## src/hdl/neighbor_table_with_aging_defines.svh

```systemverilog
// Assertion macros shared by the neighbor table RTL.
// Used by neighbor_table_with_aging.sv; needs no other file.
`ifndef NEIGHBOR_TABLE_WITH_AGING_DEFINES_SVH
`define NEIGHBOR_TABLE_WITH_AGING_DEFINES_SVH

// Consequent checked in the same cycle as the antecedent.
`define NBT_ASSERT_SAME(label, clk, rst, ante, cons, msg) \
   label: assert property (@(posedge clk) disable iff (rst) (ante) |-> (cons)) \
      else $error(msg);

// Consequent checked in the cycle after the antecedent.
`define NBT_ASSERT_NEXT(label, clk, rst, ante, cons, msg) \
   label: assert property (@(posedge clk) disable iff (rst) (ante) |=> (cons)) \
      else $error(msg);

`endif

```

## src/hdl/nbt_pkg.sv

```systemverilog
// Types, widths and codes of the neighbor table with aging.
// Depends on nothing; nbt_ifs and neighbor_table_with_aging import it.
`default_nettype none

package nbt_pkg;

   localparam int TABLE_ENTRIES = 16;
   localparam int IDX_W = (TABLE_ENTRIES > 1) ? $clog2(TABLE_ENTRIES) : 1;
   localparam int CNT_W = $clog2(TABLE_ENTRIES + 1);

   localparam int ADDR_W   = 16;
   localparam int RANK_W   = 16;
   localparam int AGE_W    = 16;
   localparam int STATUS_W = 2;
   localparam int SLOT_W   = 4;
   localparam int EXP_W    = 5;
   localparam int ENTRY_W  = RANK_W + ADDR_W + AGE_W;

   localparam logic [AGE_W-1:0] AGE_TIMEOUT_RESET = 16'd7680;

   typedef enum logic {
      FUNC_ANNOUNCE = 1'b0,
      FUNC_TICK     = 1'b1
   } func_type;

   typedef enum logic [STATUS_W-1:0] {
      ST_REFRESHED = 2'd0,
      ST_INSERTED  = 2'd1,
      ST_FULL      = 2'd2,
      ST_TICK      = 2'd3
   } status_type;

   typedef enum logic [1:0] {
      SEQ_IDLE,
      SEQ_SCAN,
      SEQ_DONE
   } seq_state_type;

   typedef struct packed {
      logic [RANK_W-1:0] rank;
      logic [ADDR_W-1:0] addr;
      logic [AGE_W-1:0]  age;
   } entry_type;

   typedef struct packed {
      status_type        status;
      logic [SLOT_W-1:0] slot;
      logic [EXP_W-1:0]  expired_count;
   } result_type;

endpackage

`default_nettype wire

```

## src/hdl/nbt_ifs.sv

```systemverilog
// Valid/ready channel interfaces of the neighbor table: request, response, register write.
// Depends on nbt_pkg for the field widths.
`default_nettype none

interface nbt_req_if;
   import nbt_pkg::*;
   logic              valid;
   logic              ready;
   logic              func;
   logic [ADDR_W-1:0] sender_addr;
   logic [RANK_W-1:0] sender_rank;
   modport source (output valid, output func, output sender_addr, output sender_rank,
                   input ready);
   modport sink   (input valid, input func, input sender_addr, input sender_rank,
                   output ready);
endinterface

interface nbt_rsp_if;
   import nbt_pkg::*;
   logic                valid;
   logic                ready;
   logic [STATUS_W-1:0] status;
   logic [SLOT_W-1:0]   slot;
   logic [EXP_W-1:0]    expired_count;
   modport source (output valid, output status, output slot, output expired_count,
                   input ready);
   modport sink   (input valid, input status, input slot, input expired_count,
                   output ready);
endinterface

interface nbt_csr_if;
   import nbt_pkg::*;
   logic             valid;
   logic             ready;
   logic [AGE_W-1:0] age_timeout;
   modport source (output valid, output age_timeout, input ready);
   modport sink   (input valid, input age_timeout, output ready);
endinterface

`default_nettype wire

```

## src/hdl/nbt_ram.sv

```systemverilog
// Generic simple dual-port RAM with one write port and a registered read port.
// Depends on nothing.
`default_nettype none

module nbt_ram #(
   parameter int WIDTH = 8,
   parameter int DEPTH = 16
) (
   input  logic                                        clock,
   input  logic                                        wr_en,
   input  logic [((DEPTH > 1) ? $clog2(DEPTH) : 1)-1:0] wr_addr,
   input  logic [WIDTH-1:0]                            wr_data,
   input  logic                                        rd_en,
   input  logic [((DEPTH > 1) ? $clog2(DEPTH) : 1)-1:0] rd_addr,
   output logic [WIDTH-1:0]                            rd_data
);

   logic [WIDTH-1:0] mem_ff [DEPTH];
   logic [WIDTH-1:0] rd_data_ff;

   always_ff @(posedge clock) begin
      if (wr_en) begin
         mem_ff[wr_addr] <= wr_data;
      end
      if (rd_en) begin
         rd_data_ff <= mem_ff[rd_addr];
      end
   end

   assign rd_data = rd_data_ff;

endmodule

`default_nettype wire

```

## src/hdl/neighbor_table_with_aging.sv

```systemverilog
// Neighbor table keyed by node address, with an age timer per entry. Addresses, ranks
// and timers live in one RAM; valid bits are flip-flops that reset clears, so the table
// is usable right after reset. Each item walks all TABLE_ENTRIES entries through the
// RAM's single read port, one entry per cycle. Its result is registered and moves to
// the output register in SEQ_DONE once that register is free; a new item is accepted
// only in SEQ_IDLE, so it is not taken before the last item is through its scan;
// an announcement that hits an existing address finishes as soon as that entry is read.
// The response sits in an output register, so the next item is taken while a result
// still waits. The user writes age_timeout through the register port only while the
// block is idle; the block itself does not enforce this.
// Depends on nbt_pkg, nbt_ifs, nbt_ram and neighbor_table_with_aging_defines.svh.
`default_nettype none
`include "neighbor_table_with_aging_defines.svh"

module neighbor_table_with_aging (
   input logic      clock,
   input logic      reset,
   nbt_req_if.sink   req_chan,
   nbt_rsp_if.source rsp_chan,
   nbt_csr_if.sink   csr_chan
);
   import nbt_pkg::*;

   seq_state_type           state_ff, state_in;
   func_type                func_ff;
   logic [ADDR_W-1:0]       addr_ff;
   logic [RANK_W-1:0]       rank_ff;
   logic [CNT_W-1:0]        cnt_ff, cnt_in;
   logic                    chk_ff;
   logic [IDX_W-1:0]        chk_idx_ff;
   logic [TABLE_ENTRIES-1:0] valid_ff, valid_in;
   logic                    free_found_ff, free_found_in;
   logic [IDX_W-1:0]        free_idx_ff, free_idx_in;
   logic [CNT_W-1:0]        expired_ff, expired_in;
   result_type              res_ff, res_in;
   result_type              rsp_ff;
   logic                    rsp_valid_ff, rsp_valid_in;
   logic [AGE_W-1:0]        timeout_ff;

   logic                    accept;
   logic                    rsp_load;
   logic                    scan_end;
   logic                    live;
   logic                    hit;
   logic                    rd_en;
   logic [IDX_W-1:0]        rd_addr;
   entry_type               rd_data;
   logic                    wr_en;
   logic [IDX_W-1:0]        wr_addr;
   entry_type               wr_data;

   nbt_ram #(
      .WIDTH (ENTRY_W),
      .DEPTH (TABLE_ENTRIES)
   ) u_ram (
      .clock   (clock),
      .wr_en   (wr_en),
      .wr_addr (wr_addr),
      .wr_data (wr_data),
      .rd_en   (rd_en),
      .rd_addr (rd_addr),
      .rd_data (rd_data)
   );

   assign req_chan.ready = (state_ff == SEQ_IDLE);
   assign csr_chan.ready = 1'b1;
   assign accept   = req_chan.valid && req_chan.ready;
   assign rsp_load = (state_ff == SEQ_DONE) && (!rsp_valid_ff || rsp_chan.ready);

   assign rd_en    = (state_ff == SEQ_SCAN) && (cnt_ff < CNT_W'(TABLE_ENTRIES));
   assign rd_addr  = cnt_ff[IDX_W-1:0];
   assign scan_end = (state_ff == SEQ_SCAN) && (cnt_ff == CNT_W'(TABLE_ENTRIES)) && !chk_ff;
   assign live     = valid_ff[chk_idx_ff];
   assign hit      = (state_ff == SEQ_SCAN) && chk_ff && live && (func_ff == FUNC_ANNOUNCE)
                     && (rd_data.addr == addr_ff);

   always_comb begin
      state_in = state_ff;
      unique case (state_ff)
         SEQ_IDLE: begin
            if (accept) begin
               state_in = SEQ_SCAN;
            end
         end
         SEQ_SCAN: begin
            if (hit || scan_end) begin
               state_in = SEQ_DONE;
            end
         end
         SEQ_DONE: begin
            if (rsp_load) begin
               state_in = SEQ_IDLE;
            end
         end
         default: state_in = SEQ_IDLE;
      endcase
   end

   always_comb begin
      cnt_in        = cnt_ff;
      valid_in      = valid_ff;
      free_found_in = free_found_ff;
      free_idx_in   = free_idx_ff;
      expired_in    = expired_ff;
      res_in        = res_ff;
      wr_en         = 1'b0;
      wr_addr       = chk_idx_ff;
      wr_data       = rd_data;

      if (accept) begin
         cnt_in        = '0;
         free_found_in = 1'b0;
         free_idx_in   = '0;
         expired_in    = '0;
      end
      if (rd_en) begin
         cnt_in = cnt_ff + CNT_W'(1);
      end

      if ((state_ff == SEQ_SCAN) && chk_ff) begin
         if (func_ff == FUNC_TICK) begin
            if (live) begin
               wr_en = 1'b1;
               if (rd_data.age <= AGE_W'(1)) begin
                  wr_data.age          = '0;
                  valid_in[chk_idx_ff] = 1'b0;
                  expired_in           = expired_ff + CNT_W'(1);
               end else begin
                  wr_data.age = rd_data.age - AGE_W'(1);
               end
            end
         end else if (hit) begin
            wr_en       = 1'b1;
            wr_data.age = timeout_ff;
            res_in      = '{status: ST_REFRESHED, slot: SLOT_W'(chk_idx_ff),
                            expired_count: '0};
         end else if (!live && !free_found_ff) begin
            free_found_in = 1'b1;
            free_idx_in   = chk_idx_ff;
         end
      end

      if (scan_end) begin
         if (func_ff == FUNC_TICK) begin
            res_in = '{status: ST_TICK, slot: '0, expired_count: EXP_W'(expired_ff)};
         end else if (free_found_ff) begin
            wr_en                 = 1'b1;
            wr_addr               = free_idx_ff;
            wr_data               = '{rank: rank_ff, addr: addr_ff, age: timeout_ff};
            valid_in[free_idx_ff] = 1'b1;
            res_in = '{status: ST_INSERTED, slot: SLOT_W'(free_idx_ff), expired_count: '0};
         end else begin
            res_in = '{status: ST_FULL, slot: '0, expired_count: '0};
         end
      end

      rsp_valid_in = rsp_load || (rsp_valid_ff && !rsp_chan.ready);
   end

   always_ff @(posedge clock) begin
      if (reset) begin
         state_ff      <= SEQ_IDLE;
         cnt_ff        <= '0;
         chk_ff        <= 1'b0;
         valid_ff      <= '0;
         free_found_ff <= 1'b0;
         expired_ff    <= '0;
         rsp_valid_ff  <= 1'b0;
         timeout_ff    <= AGE_TIMEOUT_RESET;
      end else begin
         state_ff      <= state_in;
         cnt_ff        <= cnt_in;
         chk_ff        <= rd_en;
         valid_ff      <= valid_in;
         free_found_ff <= free_found_in;
         expired_ff    <= expired_in;
         rsp_valid_ff  <= rsp_valid_in;
         if (csr_chan.valid && csr_chan.ready) begin
            timeout_ff <= csr_chan.age_timeout;
         end
      end
   end

   always_ff @(posedge clock) begin
      if (accept) begin
         func_ff <= func_type'(req_chan.func);
         addr_ff <= req_chan.sender_addr;
         rank_ff <= req_chan.sender_rank;
      end
      if (rd_en) begin
         chk_idx_ff <= rd_addr;
      end
      free_idx_ff <= free_idx_in;
      res_ff      <= res_in;
      if (rsp_load) begin
         rsp_ff <= res_ff;
      end
   end

   assign rsp_chan.valid         = rsp_valid_ff;
   assign rsp_chan.status        = rsp_ff.status;
   assign rsp_chan.slot          = rsp_ff.slot;
   assign rsp_chan.expired_count = rsp_ff.expired_count;

   `NBT_ASSERT_SAME(a_wr_only_scan, clock, reset, wr_en, state_ff == SEQ_SCAN,
      "Table write outside of a scan.")
   `NBT_ASSERT_NEXT(a_fill_by_one, clock, reset, 1'b1,
      $countones(valid_ff) <= $countones($past(valid_ff)) + 1,
      "More than one entry filled by one item.")
   `NBT_ASSERT_SAME(a_expired_tick, clock, reset,
      rsp_chan.valid && (rsp_chan.status != ST_TICK), rsp_chan.expired_count == '0,
      "Expired count reported for an announcement.")
   `NBT_ASSERT_NEXT(a_scan_start, clock, reset, accept,
      (state_ff == SEQ_SCAN) && (cnt_ff == '0) && !chk_ff,
      "Scan did not start at entry zero after an item.")

endmodule

`default_nettype wire

```

## src/flat_wrapper.sv

```systemverilog
// flat-port wrapper written by rule: the top's interface ports become plain ports
module neighbor_table_with_aging_flat import nbt_pkg::*;
  (clock, reset, req_chan_valid, req_chan_func, req_chan_sender_addr, req_chan_sender_rank, req_chan_ready, rsp_chan_valid, rsp_chan_status, rsp_chan_slot, rsp_chan_expired_count, rsp_chan_ready, csr_chan_valid, csr_chan_age_timeout, csr_chan_ready);
  nbt_req_if req_chan_i ();
  nbt_rsp_if rsp_chan_i ();
  nbt_csr_if csr_chan_i ();
  input logic clock;
  input logic reset;
  input wire logic [$bits(req_chan_i.valid)-1:0] req_chan_valid;
  input wire logic [$bits(req_chan_i.func)-1:0] req_chan_func;
  input wire logic [$bits(req_chan_i.sender_addr)-1:0] req_chan_sender_addr;
  input wire logic [$bits(req_chan_i.sender_rank)-1:0] req_chan_sender_rank;
  output wire logic [$bits(req_chan_i.ready)-1:0] req_chan_ready;
  output wire logic [$bits(rsp_chan_i.valid)-1:0] rsp_chan_valid;
  output wire logic [$bits(rsp_chan_i.status)-1:0] rsp_chan_status;
  output wire logic [$bits(rsp_chan_i.slot)-1:0] rsp_chan_slot;
  output wire logic [$bits(rsp_chan_i.expired_count)-1:0] rsp_chan_expired_count;
  input wire logic [$bits(rsp_chan_i.ready)-1:0] rsp_chan_ready;
  input wire logic [$bits(csr_chan_i.valid)-1:0] csr_chan_valid;
  input wire logic [$bits(csr_chan_i.age_timeout)-1:0] csr_chan_age_timeout;
  output wire logic [$bits(csr_chan_i.ready)-1:0] csr_chan_ready;
  assign req_chan_i.valid = req_chan_valid;
  assign req_chan_i.func = req_chan_func;
  assign req_chan_i.sender_addr = req_chan_sender_addr;
  assign req_chan_i.sender_rank = req_chan_sender_rank;
  assign req_chan_ready = req_chan_i.ready;
  assign rsp_chan_valid = rsp_chan_i.valid;
  assign rsp_chan_status = rsp_chan_i.status;
  assign rsp_chan_slot = rsp_chan_i.slot;
  assign rsp_chan_expired_count = rsp_chan_i.expired_count;
  assign rsp_chan_i.ready = rsp_chan_ready;
  assign csr_chan_i.valid = csr_chan_valid;
  assign csr_chan_i.age_timeout = csr_chan_age_timeout;
  assign csr_chan_ready = csr_chan_i.ready;
  neighbor_table_with_aging u_core (.clock(clock), .reset(reset), .req_chan(req_chan_i), .rsp_chan(rsp_chan_i), .csr_chan(csr_chan_i));
endmodule
```

## config.mk

```make
export PLATFORM = sky130hd
export DESIGN_NAME = neighbor_table_with_aging_flat
export DESIGN_NICKNAME = d
export VERILOG_FILES = /design/src/hdl/nbt_pkg.sv /design/src/hdl/nbt_ifs.sv /design/src/hdl/nbt_ram.sv /design/src/hdl/neighbor_table_with_aging.sv /design/src/flat_wrapper.sv
export VERILOG_INCLUDE_DIRS = /design/src /design/src/hdl
export SDC_FILE = /design/constraint.sdc
export NUM_CORES = 1
export LEC_CHECK = 0
export BUFFER_PORTS_ARGS = -buffer_cell sky130_fd_sc_hd__buf_2
export CORE_UTILIZATION = 61
export DETAILED_ROUTE_END_ITERATION = 7
export HOLD_SLACK_MARGIN = 0.08
export PLACE_DENSITY = 0.84
export SYNTH_ARGS = -nofsm -noshare
export SYNTH_HDL_FRONTEND = slang
export SYNTH_SLANG_ARGS = --single-unit
```

## constraint.sdc

```tcl
create_clock -name clock -period 5.2 [get_ports clock]
set_input_delay 1.04 -clock clock [delete_from_list [all_inputs] [get_ports clock]]
set_output_delay 1.04 -clock clock [all_outputs]
set_load 0.005 [all_outputs]
```

* Yosys cells after proc, flatten, opt, wreduce, memory -nomap -nowiden
Memory sizes are Yosys's and may differ from the RTL's. A register that Yosys moved wholly into a read port is not among the register bits. Cells that the tools add are included.
Word-level totals: register bits 110, RAM bits 768, bits of input ports 54, output and inout bits 14, word-level logic and storage cells 128, memories 1
Memory list:
- u_core.u_ram.mem_ff | words 16, bits a word 48, read ports 1, clocked after Yosys merged registers in 1, write ports 1, RTL line nbt_ram.sv:18 | logic [WIDTH-1:0] mem_ff [DEPTH];
Cells by class: $add $sub $neg 3, order comparisons 6, eq/ne operators 8, mux-type cells 60, bitwise logic cells 4, reduce and logical (&&, ||, !) cells 27
Operators by type and width (number):
- 16-bit 2-to-1 mux | 12
- 48-bit 2-to-1 mux | 3
- 11-bit 2-to-1 mux | 6
- 5-bit 2-to-1 mux | 7
- 4-bit 2-to-1 mux | 8
- 1-bit 2-to-1 mux | 17
- 16-bit AND | 1
- 16-bit == test | 1
- 16-bit by 1-bit less-or-equal comparator with 1-bit output (second input constant) | 1
- 16-bit NOT | 1
- 16-bit bitwise OR | 1
- 16-bit by 1-bit subtractor with 16-bit output (second input constant) | 1
- 1-bit logical AND | 13
- 5-bit by 1-bit adder with 5-bit output (second input constant) | 2
- 4-bit by 5-bit less-than comparator with 1-bit output (second input constant) | 2
- 1-bit demux with 4-bit select | 2
- 4-bit by 1-bit >= comparator with 1-bit output (second input constant) | 2
- 2-bit 2-to-1 mux | 3
- 2-bit inequality test (second input constant) | 3
- 2-bit one-hot mux with 3 select lines | 1
- 3-bit AND reduction | 2
- 2-bit nonzero test | 3
- 5-bit == test (second input constant) | 1
- 1-bit zero test | 5
- other kinds (8) | 10

* Longest topological paths before layout
Gate-level depths: netlist of run 1.
depth in word-level cells 14, mapped depth 14, mapped depth without buffers 9

* Modules after synthesis
Synthesis of run 1 repeated with hierarchy kept, for this count alone.
Unflattened totals: cells, all modules 1867, area total of the unflattened synthesis 35814.3 um^2
By module, submodules not included:
- nbt_ram | instances 1, cells each 1242, area an instance 30171.4 um^2, seq. area each 24503.5 um^2
- neighbor_table_with_aging | instances 1, cells each 625, area an instance 5642.9 um^2, seq. area each 2792.7 um^2

* Least setup slack after synthesis of run 1
No wires, ideal clock.
kind register to register, start point reg u_core.cnt_ff[1], end point mem u_core.u_ram.mem_ff[12][0] (netlist name) (enable), arrival time 3.888 ns, path slack 0.891 ns, cell stages (with the launch flop) 15, period minus slack after synthesis 4.309 ns, cell sequence dfxtp_1 > clkbuf_1 > clkbuf_1 > clkbuf_1 > inv_1 > ha_1 > nor4bb_1 > and3_1 > clkbuf_1 > nand2_1 > clkbuf_1 > nand3_1 > o21ai_0 > nand2_1 > nor2_1
On the way: longest elaborated chain between the ends 6, elaborated cells between the ends (all ways) 7, those cells by class eq/ne: 1; mux: 4; reduce/logical: 2
RTL lines:
- start, declared | RTL line neighbor_table_with_aging.sv:28 | logic [CNT_W-1:0] cnt_ff, cnt_in;
- start signal, assigned | RTL line neighbor_table_with_aging.sv:172 | cnt_ff <= cnt_in;
- 5-bit == test * | RTL line neighbor_table_with_aging.sv:72 | assign scan_end = (state_ff == SEQ_SCAN) && (cnt_ff == CNT_W'(TABLE_ENTRIES)) && !chk_ff;
- 1-bit logical AND * (2 in a row) | RTL line neighbor_table_with_aging.sv:72
- 1-bit 2-to-1 mux | RTL line neighbor_table_with_aging.sv:143 | if (scan_end) begin
- 1-bit 2-to-1 mux | RTL line nbt_ram.sv:22 | if (wr_en) begin
- 1-bit 2-to-1 mux (not written as such) | RTL line nbt_ram.sv:23 | mem_ff[wr_addr] <= wr_data;
- end, declared | RTL line nbt_ram.sv:18
Every way passes the cells marked *; elsewhere a longest branch is shown, timed or not.

* Final worst setup path of run 1
start point reg u_core.u_ram.rd_data_ff[18], in the netlist u_core.u_ram.rd_data[18], read port of u_core.u_ram.mem_ff, end point mem u_core.u_ram.mem_ff[1][0] (netlist name), data pin
On the way: longest elaborated chain between the ends 8
RTL lines:
- start, declared | RTL line nbt_ram.sv:19 | logic [WIDTH-1:0] rd_data_ff;
- 16-bit == test * | RTL line neighbor_table_with_aging.sv:75 | && (rd_data.addr == addr_ff);
- 1-bit logical AND * | RTL line neighbor_table_with_aging.sv:75
- 16-bit 2-to-1 mux * | RTL line neighbor_table_with_aging.sv:132 | end else if (hit) begin
- 16-bit 2-to-1 mux * | RTL line neighbor_table_with_aging.sv:121 | if (func_ff == FUNC_TICK) begin
- 16-bit 2-to-1 mux * | RTL line neighbor_table_with_aging.sv:120 | if ((state_ff == SEQ_SCAN) && chk_ff) begin
- 48-bit 2-to-1 mux | RTL line neighbor_table_with_aging.sv:146 | end else if (free_found_ff) begin
- 48-bit 2-to-1 mux | RTL line neighbor_table_with_aging.sv:144 | if (func_ff == FUNC_TICK) begin
- 48-bit 2-to-1 mux * | RTL line neighbor_table_with_aging.sv:143
- net u_core.u_ram.wr_data[0] | RTL line nbt_ram.sv:12 | input logic [WIDTH-1:0] wr_data,
Mark *: on every way through the listed nets, which the timed path passes. The rest lies on a longest branch.

==> results of run 1 <==
[registers in the layout (all words and copies together) (netlist names), 2 cells and up]
register and flops:
u_core.state_ff 2, u_core.valid_ff 16, u_core.addr_ff 16, u_core.chk_idx_ff 4
u_core.cnt_ff 5, u_core.u_ram.mem_ff 512, u_core.expired_ff 5, u_core.res_ff 11
u_core.rsp_chan.expired_count 5, u_core.u_ram.rd_data 32, u_core.timeout_ff 16, u_core.rsp_chan.slot 4
u_core.rsp_chan.status 2, u_core.free_idx_ff 4
[cells by family (layout without fill, tap and decap cells)]
logic type	Yosys count	count (layout)	share of synthesized area (%)
compound gates	123	123	2.998
xor+xnor	20	20	0.6961
fa+ha+maj	5	5	0.2486
buf+inv	85	212	1.333
flops	638	638	74.11
mux	185	185	15.41
other cells	1	1	0.01490
simple gates	271	271	5.186
[cells in the mapped netlist, types with 5 or more instances]
| library cell | count |
|---|---|
| edfxtp_1 | 587 |
| mux4_2 | 162 |
| nand2_1 | 110 |
| nor2_1 | 62 |
| clkbuf_1 | 51 |
| dfxtp_1 | 51 |
| a21oi_1 | 32 |
| o21ai_0 | 32 |
| mux2i_1 | 23 |
| xor2_1 | 19 |
| nor3_1 | 16 |
| inv_1 | 14 |
| buf_1 | 13 |
| o21ai_1 | 13 |
| nor4_1 | 11 |
| nand3_1 | 9 |
| nor3b_1 | 9 |
| nand2b_1 | 8 |
| nor2b_1 | 8 |
| or3_1 | 7 |
| a22oi_1 | 6 |
| a31oi_1 | 6 |
| and3_1 | 6 |
| ha_1 | 5 |
| nand4_1 | 5 |
| o21a_1 | 5 |
| o31ai_1 | 5 |
[worst paths after layout]
path	startpoint	end	depth (start not counted)
worst max register to register	u_core.u_ram.rd_data[18]	u_core.u_ram.mem_ff[1][0]	9
worst min register to register	u_core.res_ff[1]	u_core.rsp_chan.expired_count[1]	0
worst max-delay path	u_core.u_ram.rd_data[18]	u_core.u_ram.mem_ff[1][0]	9
worst min-delay path	u_core.res_ff[1]	u_core.rsp_chan.expired_count[1]	0
[final cells by class]
type	count	area share, %
clock buffers	74	5.534
clock inverters	33	0.8925
inverters	15	0.2008
multi-input cells	605	22.49
flip-flops and latches	638	66.54
well taps	532	2.374
repair buffers	90	1.963
[routing by layer]
layer / share of wire, % / vias to the layer above / GRT usage, % / routed length [µm]
met4: 4.4 / 0 / 13.54 / 2685
met2: 51 / 980 / 49.37 / 30660
li1: - / 5519 / - / -
met5: 0 / - / 0 / 0
met3: 8.9 / 209 / 5.059 / 5391
met1: 36 / 6946 / 38.61 / 21710
[per-stage QoR]
stage	power, mW	area [µm²]	util, %	hold slack, ns	instances
floorplan	6.094	25160	-	0.4003	1328
global placement	6.212	26240	64.40	0.4054	1880
detailed placement	6.235	26240	64.40	0.4045	1880
CTS	10.23	28040	68.82	0.4190	1987
global route	10.43	28040	68.82	0.4260	1987
finish	10.19	28040	68.82	0.4184	1987
[power breakdown]
part	internal (mW)	switching, mW	leakage, nW
sequential	5.65	0.0512	5.72
combinational	0.182	0.261	2.29
clock	2.21	1.83	0.868
==> results.yml, run 1 <==
synth:
  ys.flop_type: "edfxtp_1"
  netlist_area_um2: 25160
  ys_types: 59
  synth-edff-count: 587
  ys_ff_latch: 638
  ys_async_sr_fraction_pct: 0
  yosys.area.top_type: "edfxtp_1"
  synth_nets: 1387
  yosysSeqAreaShare_pct: 74.11
  ys_warn_count: 0
  synth_cells: 1328
  synthTopCellsByArea: "edfxtp_1 (70%), mux4_2 (14%), dfxtp_1 (4.1%)"
  synth_top_area_share_pct: 70.05
  syn_area_per_cell_um2: 18.95
setup_path:
  cpMaxStageDelayCell: "o21ai_1"
  start_kind: "flop"
  cp.required_ns: 5.45
  cp_num_buf_inv: 2
  max_stage_delay_ns: 0.89
  crit_arrival_ns: 4.48
  crit_chain: "xor2_1 > nor4_1 > nand4_1 > buf_4 > nor4_2 > buf_4 > a21oi_1 > o31a_1 > o21ai_1"
  crit_top_cell: "buf_4"
  r2r_setup_slack_ns: 0.97
  critPathMaxFanout: 16
  crit_type: "reg -> reg"
  cp-end-kind: "flop"
  cp_top_family: "simple AND/OR/NAND/NOR gates"
clock_network:
  htreeDepth: 2
  cts_setup_buffers: 0
  clock_path_buffers: 3
  numCtsBuffers: 58
  cts_tree: "done"
  clk_latency_ns: 0.63
  post_cts_resized: 0
  hold_buffers: 0
  clkSlewWorstSetupHoldPaths_ns: 0.07
  cts_root_buf: "clkbuf_16"
  clkSinkCount: 638
drt:
  ant_nets: 0
  drt_iter0_markers: 1836
  viasPerCell: 6.872
  wl_per_cell_um: 30.42
  vias: 13650
  drc: 0
  routed_wl_um: 60450
  drt-pass1-iter-count: 8
die:
  initial_utilization_pct: 61.77
  row_count: 74
  die_w_um: 205.1
  dieArea_um2: 42070
  io-pin-count: 68
  coreArea_um2: 40740
  die_h_um: 205.1
global_route:
  grt_max_degree: 60
  gr-total-overflow: 0
  grt_pass1_wl_um: 88200
  grt_usage_pct: 29.66
  antenna_found_initial: 0
  grt_pass1_vias: 13730
placed_design:
  dp.final_hpwl_um: 30860
  finalWeightedCongestion: 0.8899
  numPortBuffers: 50
  post-place-ws_ns: 1.169
power_and_ir_drop:
  p_leak_nw: 8.875
  powerDensity_nw_per_um2: 363.4
  ir_drop_uv: 233.7
sta:
  skew_ns: 0.03340
  clock.fmax_mhz: 236.3
  hold_viol: 0
  setup_tns_ns: 0
  fin_crit_sh_pct: 81.38
  drv_slew: 0
  fin_ws_ns: 0.9682
  grt_setup_unrepaired: "false"
  period_minus_slack_ns: 4.232
  tightest_slew_ns: 1.316
  setup_viol: 0
  relSlewSlack_pct: 12.26
final_layout:
  drive_gt1_share_pct: 25.29
  nets: 1467
  syn2layout_area_growth_pct: 11.43
  antenna_cells: 0
  seqCellArea_um2: 18660
  final_cell_mix: "edfxtp_1 (587), mux4_2 (162), nand2_1 (110)"
  nFillCells: 2389
  multi_input_area_um2: 6306
  mostFrequentLayoutCell: "edfxtp_1"
run:
  maxCapViolations: 0
min_path:
  hold_path.class: "reg -> reg"
run_status:
  outcome: "finished clean"
Note: power is estimated with default switching activity, not from simulation.
==> inputs of run 2 (changes only) <==
--- a/config.mk
+++ b/config.mk
@@ -7,10 +7,10 @@
 export NUM_CORES = 1
 export LEC_CHECK = 0
 export BUFFER_PORTS_ARGS = -buffer_cell sky130_fd_sc_hd__buf_2
-export CORE_UTILIZATION = 61
+export CORE_UTILIZATION = 56
 export DETAILED_ROUTE_END_ITERATION = 7
 export HOLD_SLACK_MARGIN = 0.08
-export PLACE_DENSITY = 0.84
+export PLACE_DENSITY = 0.82
 export SYNTH_ARGS = -nofsm -noshare
 export SYNTH_HDL_FRONTEND = slang
 export SYNTH_SLANG_ARGS = --single-unit
==> constraint.sdc (replaced) <==
create_clock -name clock -period 3.7 [get_ports clock]
set_input_delay 0.74 -clock clock [delete_from_list [all_inputs] [get_ports clock]]
set_output_delay 0.74 -clock clock [all_outputs]
set_load 0.005 [all_outputs]
==> results.yml, run 2 (synthesis results as in run 1) <==
clock_network:
  clkSinkCount: 638
  clk_latency_ns: 0.63
  htreeDepth: 2
  clock_path_buffers: 3
  cts_tree: "done"
  numCtsBuffers: 57
  cts_root_buf: "clkbuf_16"
  clkSlewWorstSetupHoldPaths_ns: 0.06
final_layout:
  nets: 1492
  drive_gt1_share_pct: 26.79
  largest_register_ffs: 512
  syn2layout_area_growth_pct: 13.73
  nFillCells: 2792
  final_cell_mix: "edfxtp_1 (587), mux4_2 (162), nand2_1 (110)"
  reg.largest.list: "u_core.u_ram.mem_ff x512, u_core.u_ram.rd_data x32"
  finish.cell_count_without_fillers: 2071
  mostFrequentLayoutCell: "edfxtp_1"
  regMostFlops: "u_core.u_ram.mem_ff"
setup_path:
  crit_chain: "inv_1 > ha_1 > nor4bb_1 > and3_1 > nand2_1 > buf_4 > nor3_1 > o21ai_1 > nor2_4 > buf_4"
  crit_type: "reg -> reg"
  cp_top_family: "simple AND/OR/NAND/NOR gates"
  cp.required_ns: 3.97
  cp-end-kind: "flop"
  cpMaxStageDelayCell: "o21ai_1"
  cp_num_buf_inv: 3
  crit_top_cell: "buf_4"
  max_stage_delay_ns: 0.38
  critPathMaxFanout: 14
  crit_arrival_ns: 3.70
  start_kind: "flop"
drt:
  drt-pass1-iter-count: 5
  drt_iter0_markers: 1491
  routed_wl_um: 57710
  drc: 0
  wl_per_cell_um: 27.87
  viasPerCell: 6.387
  ant_nets: 0
  vias: 13230
placed_design:
  finalWeightedCongestion: 0.9174
  post-place-ws_ns: -0.009092
  dp.cells: 1963
  dp.final_hpwl_um: 31260
  numPortBuffers: 50
die:
  initial_utilization_pct: 56.90
  die_w_um: 214.0
  dieArea_um2: 45790
  die_h_um: 214.0
  coreArea_um2: 44220
  row_count: 77
  io-pin-count: 68
global_route:
  gr-total-overflow: 0
  grt_pass1_wl_um: 85370
  grt_pass1_vias: 13670
  antenna_found_initial: 2
  grt_usage_pct: 25.67
  grt_max_degree: 133
sta:
  relSlewSlack_pct: 12.30
  fin_crit_sh_pct: 92.68
  skew_ns: 0.03147
  clock.fmax_mhz: 291.6
  fin_ws_ns: 0.2709
  hold_viol: 0
  setup_viol: 0
  period_minus_slack_ns: 3.429
  tightest_slew_ns: 1.316
  grt_setup_unrepaired: "false"
  drv_slew: 0
  setup_tns_ns: 0
run:
  maxCapViolations: 0
power_and_ir_drop:
  ir_drop_uv: 379.1
  powerDensity_nw_per_um2: 498.2
  p_leak_nw: 9.078
min_path:
  hold_path.class: "in -> reg"
run_status:
  outcome: "finished clean"
run 2: final timing paths:
path	startpoint	to	slack, ns	depth (start not counted)
setup / recovery	u_core.cnt_ff[0]	u_core.u_ram.mem_ff[1][27]	0.27	10
hold / removal	req_chan_sender_addr[15]	u_core.addr_ff[15]	0.30	1
hold reg to reg	u_core.res_ff[7]	u_core.rsp_chan.slot[2]	0.42	0
setup reg to reg	u_core.cnt_ff[0]	u_core.u_ram.mem_ff[1][27]	0.27	10
run 2: area by class of cell:
| cell class | count | area [µm²] | area share [%] |
|---|---|---|---|
| clock inverter | 28 | 212.7 | 0.7433 |
| inverter | 15 | 56.30 | 0.1967 |
| timing repair buffer | 116 | 1084 | 3.786 |
| sequential | 638 | 18660 | 65.20 |
| clock buffer | 76 | 1550 | 5.417 |
| tap | 592 | 740.7 | 2.588 |
| multi-input combinational | 605 | 6314 | 22.06 |
| antenna | 1 | 2.502 | 0.008744 |
run 2: report_power, final:
| part | leakage, nW | switching (mW) | internal, mW | total, mW |
|---|---|---|---|---|
| Clock | 0.859 | 2.54 | 3.08 | 5.62 |
| Sequential | 5.72 | 0.0562 | 7.94 | 7.99 |
| Combinational | 2.50 | 0.374 | 0.268 | 0.642 |
run 2: metrics by stage:
step | cell area (µm²) | util, % | power (mW) | hold WS [ns]
6_report | 28620 | 64.71 | 14.26 | 0.2951
5_1_grt | 28610 | 64.71 | 14.62 | 0.2824
4_1_cts | 28590 | 64.65 | 14.31 | 0.2744
3_5_place_dp | 26820 | 60.65 | 8.775 | 0.4062
3_3_place_gp | 26820 | 60.65 | 8.749 | 0.4052
2_1_floorplan | 25190 | - | 8.566 | 0.4003
run 2: timing repair:
item,CTS,global route
setup endpoints to repair,16,47
gates resized for setup,1,1
endpoints found under the hold margin,0,0
hold buffers,0,0
buffers inserted,0,3
run 2: per-layer routing:
metal  share of wire (%)  vias up  global-route usage, %
li1                    -     5576                      -
met1                  37     6773                  32.76
met2                  51      723                  43.40
met3                 7.5      153                  4.904
met4                 3.9        2                  10.79
met5               0.026        -                      0
==> inputs of run 3 (changes only) <==
--- a/config.mk
+++ b/config.mk
@@ -11,6 +11,7 @@
 export DETAILED_ROUTE_END_ITERATION = 7
 export HOLD_SLACK_MARGIN = 0.08
 export PLACE_DENSITY = 0.82
+export REMOVE_ABC_BUFFERS = 1
 export SYNTH_ARGS = -nofsm -noshare
 export SYNTH_HDL_FRONTEND = slang
 export SYNTH_SLANG_ARGS = --single-unit
==> results.yml, run 3 (synthesis results as in run 1) <==
final_layout:
  multi_input_area_um2: 6347
  regMostFlops: "u_core.u_ram.mem_ff"
  mostFrequentLayoutCell: "edfxtp_1"
  nFillCells: 2789
  fin_util_pct: 65.41
  nets: 1511
  reg.largest.list: "u_core.u_ram.mem_ff x512, u_core.u_ram.rd_data x32"
  drive_gt1_share_pct: 28.56
  syn2layout_area_growth_pct: 14.96
  antenna_cells: 0
  seqCellArea_um2: 18660
  final_area_um2: 28930
  finish.cell_count_without_fillers: 2094
  largest_register_ffs: 512
  final_cell_mix: "edfxtp_1 (587), mux4_2 (162), nand2_1 (109)"
run:
  maxCapViolations: 0
die:
  die_h_um: 214.0
  initial_utilization_pct: 56.90
  coreArea_um2: 44220
  dieArea_um2: 45790
  row_count: 77
  io-pin-count: 68
  die_w_um: 214.0
sta:
  skew_ns: 0.04488
  hold_viol: 0
  timing.hold.ws_ns: 0.2794
  clock.fmax_mhz: 279.6
  drv_slew: 0
  tightest_slew_ns: 1.149
  setup_viol: 0
  grt_setup_unrepaired: "true"
  relSlewSlack_pct: 23.22
  fin_crit_sh_pct: 96.67
  period_minus_slack_ns: 3.577
setup_path:
  worstSetupStartpoint: "u_core.u_ram.rd_data[29]"
  start_kind: "flop"
  crit_top_cell: "buf_4"
  r2r_setup_slack_ns: 0.12
  r2r_start: "u_core.u_ram.rd_data[29]"
  cpMaxStageDelayCell: "nor2_4"
  max_stage_delay_ns: 0.87
  cp_top_family: "simple AND/OR/NAND/NOR gates"
  cp.required_ns: 4.02
  cp_num_buf_inv: 3
  cp-end-kind: "flop"
  crit_type: "reg -> reg"
  crit_chain: "xor2_1 > nor4_1 > buf_4 > nand4_1 > buf_4 > a211o_1 > nand2_1 > nand2_2 > nor2_4 > buf_6"
  critPathMaxFanout: 24
  crit_arrival_ns: 3.90
global_route:
  grt_usage_pct: 26.26
  antenna_found_initial: 0
  grt_max_degree: 69
  grt_pass1_vias: 13890
  gr-total-overflow: 0
  grt_pass1_wl_um: 88130
clock_network:
  clock_path_buffers: 3
  clkSlewWorstSetupHoldPaths_ns: 0.07
  numCtsBuffers: 59
  clkSinkCount: 638
  htreeDepth: 2
  hold_buffers: 0
  clk_latency_ns: 0.64
  cts_tree: "done"
  cts_root_buf: "clkbuf_16"
placed_design:
  dp.cells: 1975
  finalWeightedCongestion: 0.8709
  numPortBuffers: 50
  dp.final_hpwl_um: 31150
  placed_area_um2: 26740
min_path:
  hold_path.class: "in -> reg"
  min_from: "req_chan_sender_addr[5]"
run_status:
  outcome: "finished clean"
drt:
  drt-pass1-iter-count: 6
  drt_iter0_markers: 1790
  wl_per_cell_um: 28.05
  vias: 13500
  ant_nets: 0
  viasPerCell: 6.447
  routed_wl_um: 58740
  drc: 0
power_and_ir_drop:
  p_leak_nw: 9.271
  ir_drop_uv: 451.7
  powerDensity_nw_per_um2: 521.1
  finalPower_mw: 15.07
[run 3: cell types whose count changed in the layout (fill, tap and decap cells not counted), moves of 2 or more]
cell | previous run | this run
clkbuf_1 | 13 | 10
buf_6 | 0 | 3
clkbuf_16 | 58 | 60
buf_12 | 27 | 14
nor4_2 | 1 | 4
nor4_1 | 10 | 7
bufinv_16 | 2 | 11
clkbuf_4 | 3 | 0
buf_4 | 39 | 66
[run 3: area by class of cell]
cell class,count,area share [%]
Inverter,15,0.1946
Tap cell,592,2.561
Sequential cell,638,64.50
Clock buffer,71,5.368
Multi-Input combinational cell,605,21.94
Timing Repair Buffer,133,3.664
Clock inverter,40,1.769
[run 3: stage by stage]
stage               setup TNS [ns]  setup slack (ns)
floorplan                 -4851.76            -5.249
global placement                 0           0.09349
detailed placement               0          0.005690
CTS                              0           0.02022
global route               -0.1581          -0.02027
finish                           0            0.1232
[run 3: repair_timing]
item | 4_1_cts | 5_1_grt
setup endpoints to repair | 64 | 108
setup buffers | 0 | 8
resized for setup | 4 | 8
pin swaps | 1 | 5
[run 3: final timing paths]
kind / to / cells past startpoint
worst max-delay path: u_core.u_ram.mem_ff[8][15] / 10
worst min-delay path: u_core.addr_ff[5] / 1
worst max register to register: u_core.u_ram.mem_ff[8][15] / 10
worst min register to register: u_core.rsp_chan.expired_count[3] / 0
[run 3: worst register-to-register path, delay by kind of cell (launching register included)]
family	cells	cell delay [ns]
AND/OR/NAND/NOR	5	1.64
flip-flops	1	0.44
AO/OA/AOI/OAI	1	0.30
XOR/XNOR	1	0.20
buffers and inverters	3	0.66
[run 3: report_power, final]
| part | switching [mW] | internal, mW |
|---|---|---|
| combinational | 0.379 | 0.271 |
| clock | 2.66 | 3.77 |
| sequential | 0.0563 | 7.94 |
[run 3: layer usage]
| metal | share of wire [%] | track usage, % | routed length [µm] |
|---|---|---|---|
| met4 | 2.6 | 8.345 | 1508 |
| met3 | 8.1 | 4.222 | 4746 |
| met5 | 0 | 0 | 0 |
| met1 | 39 | 35.57 | 22710 |
| met2 | 51 | 44.08 | 29780 |
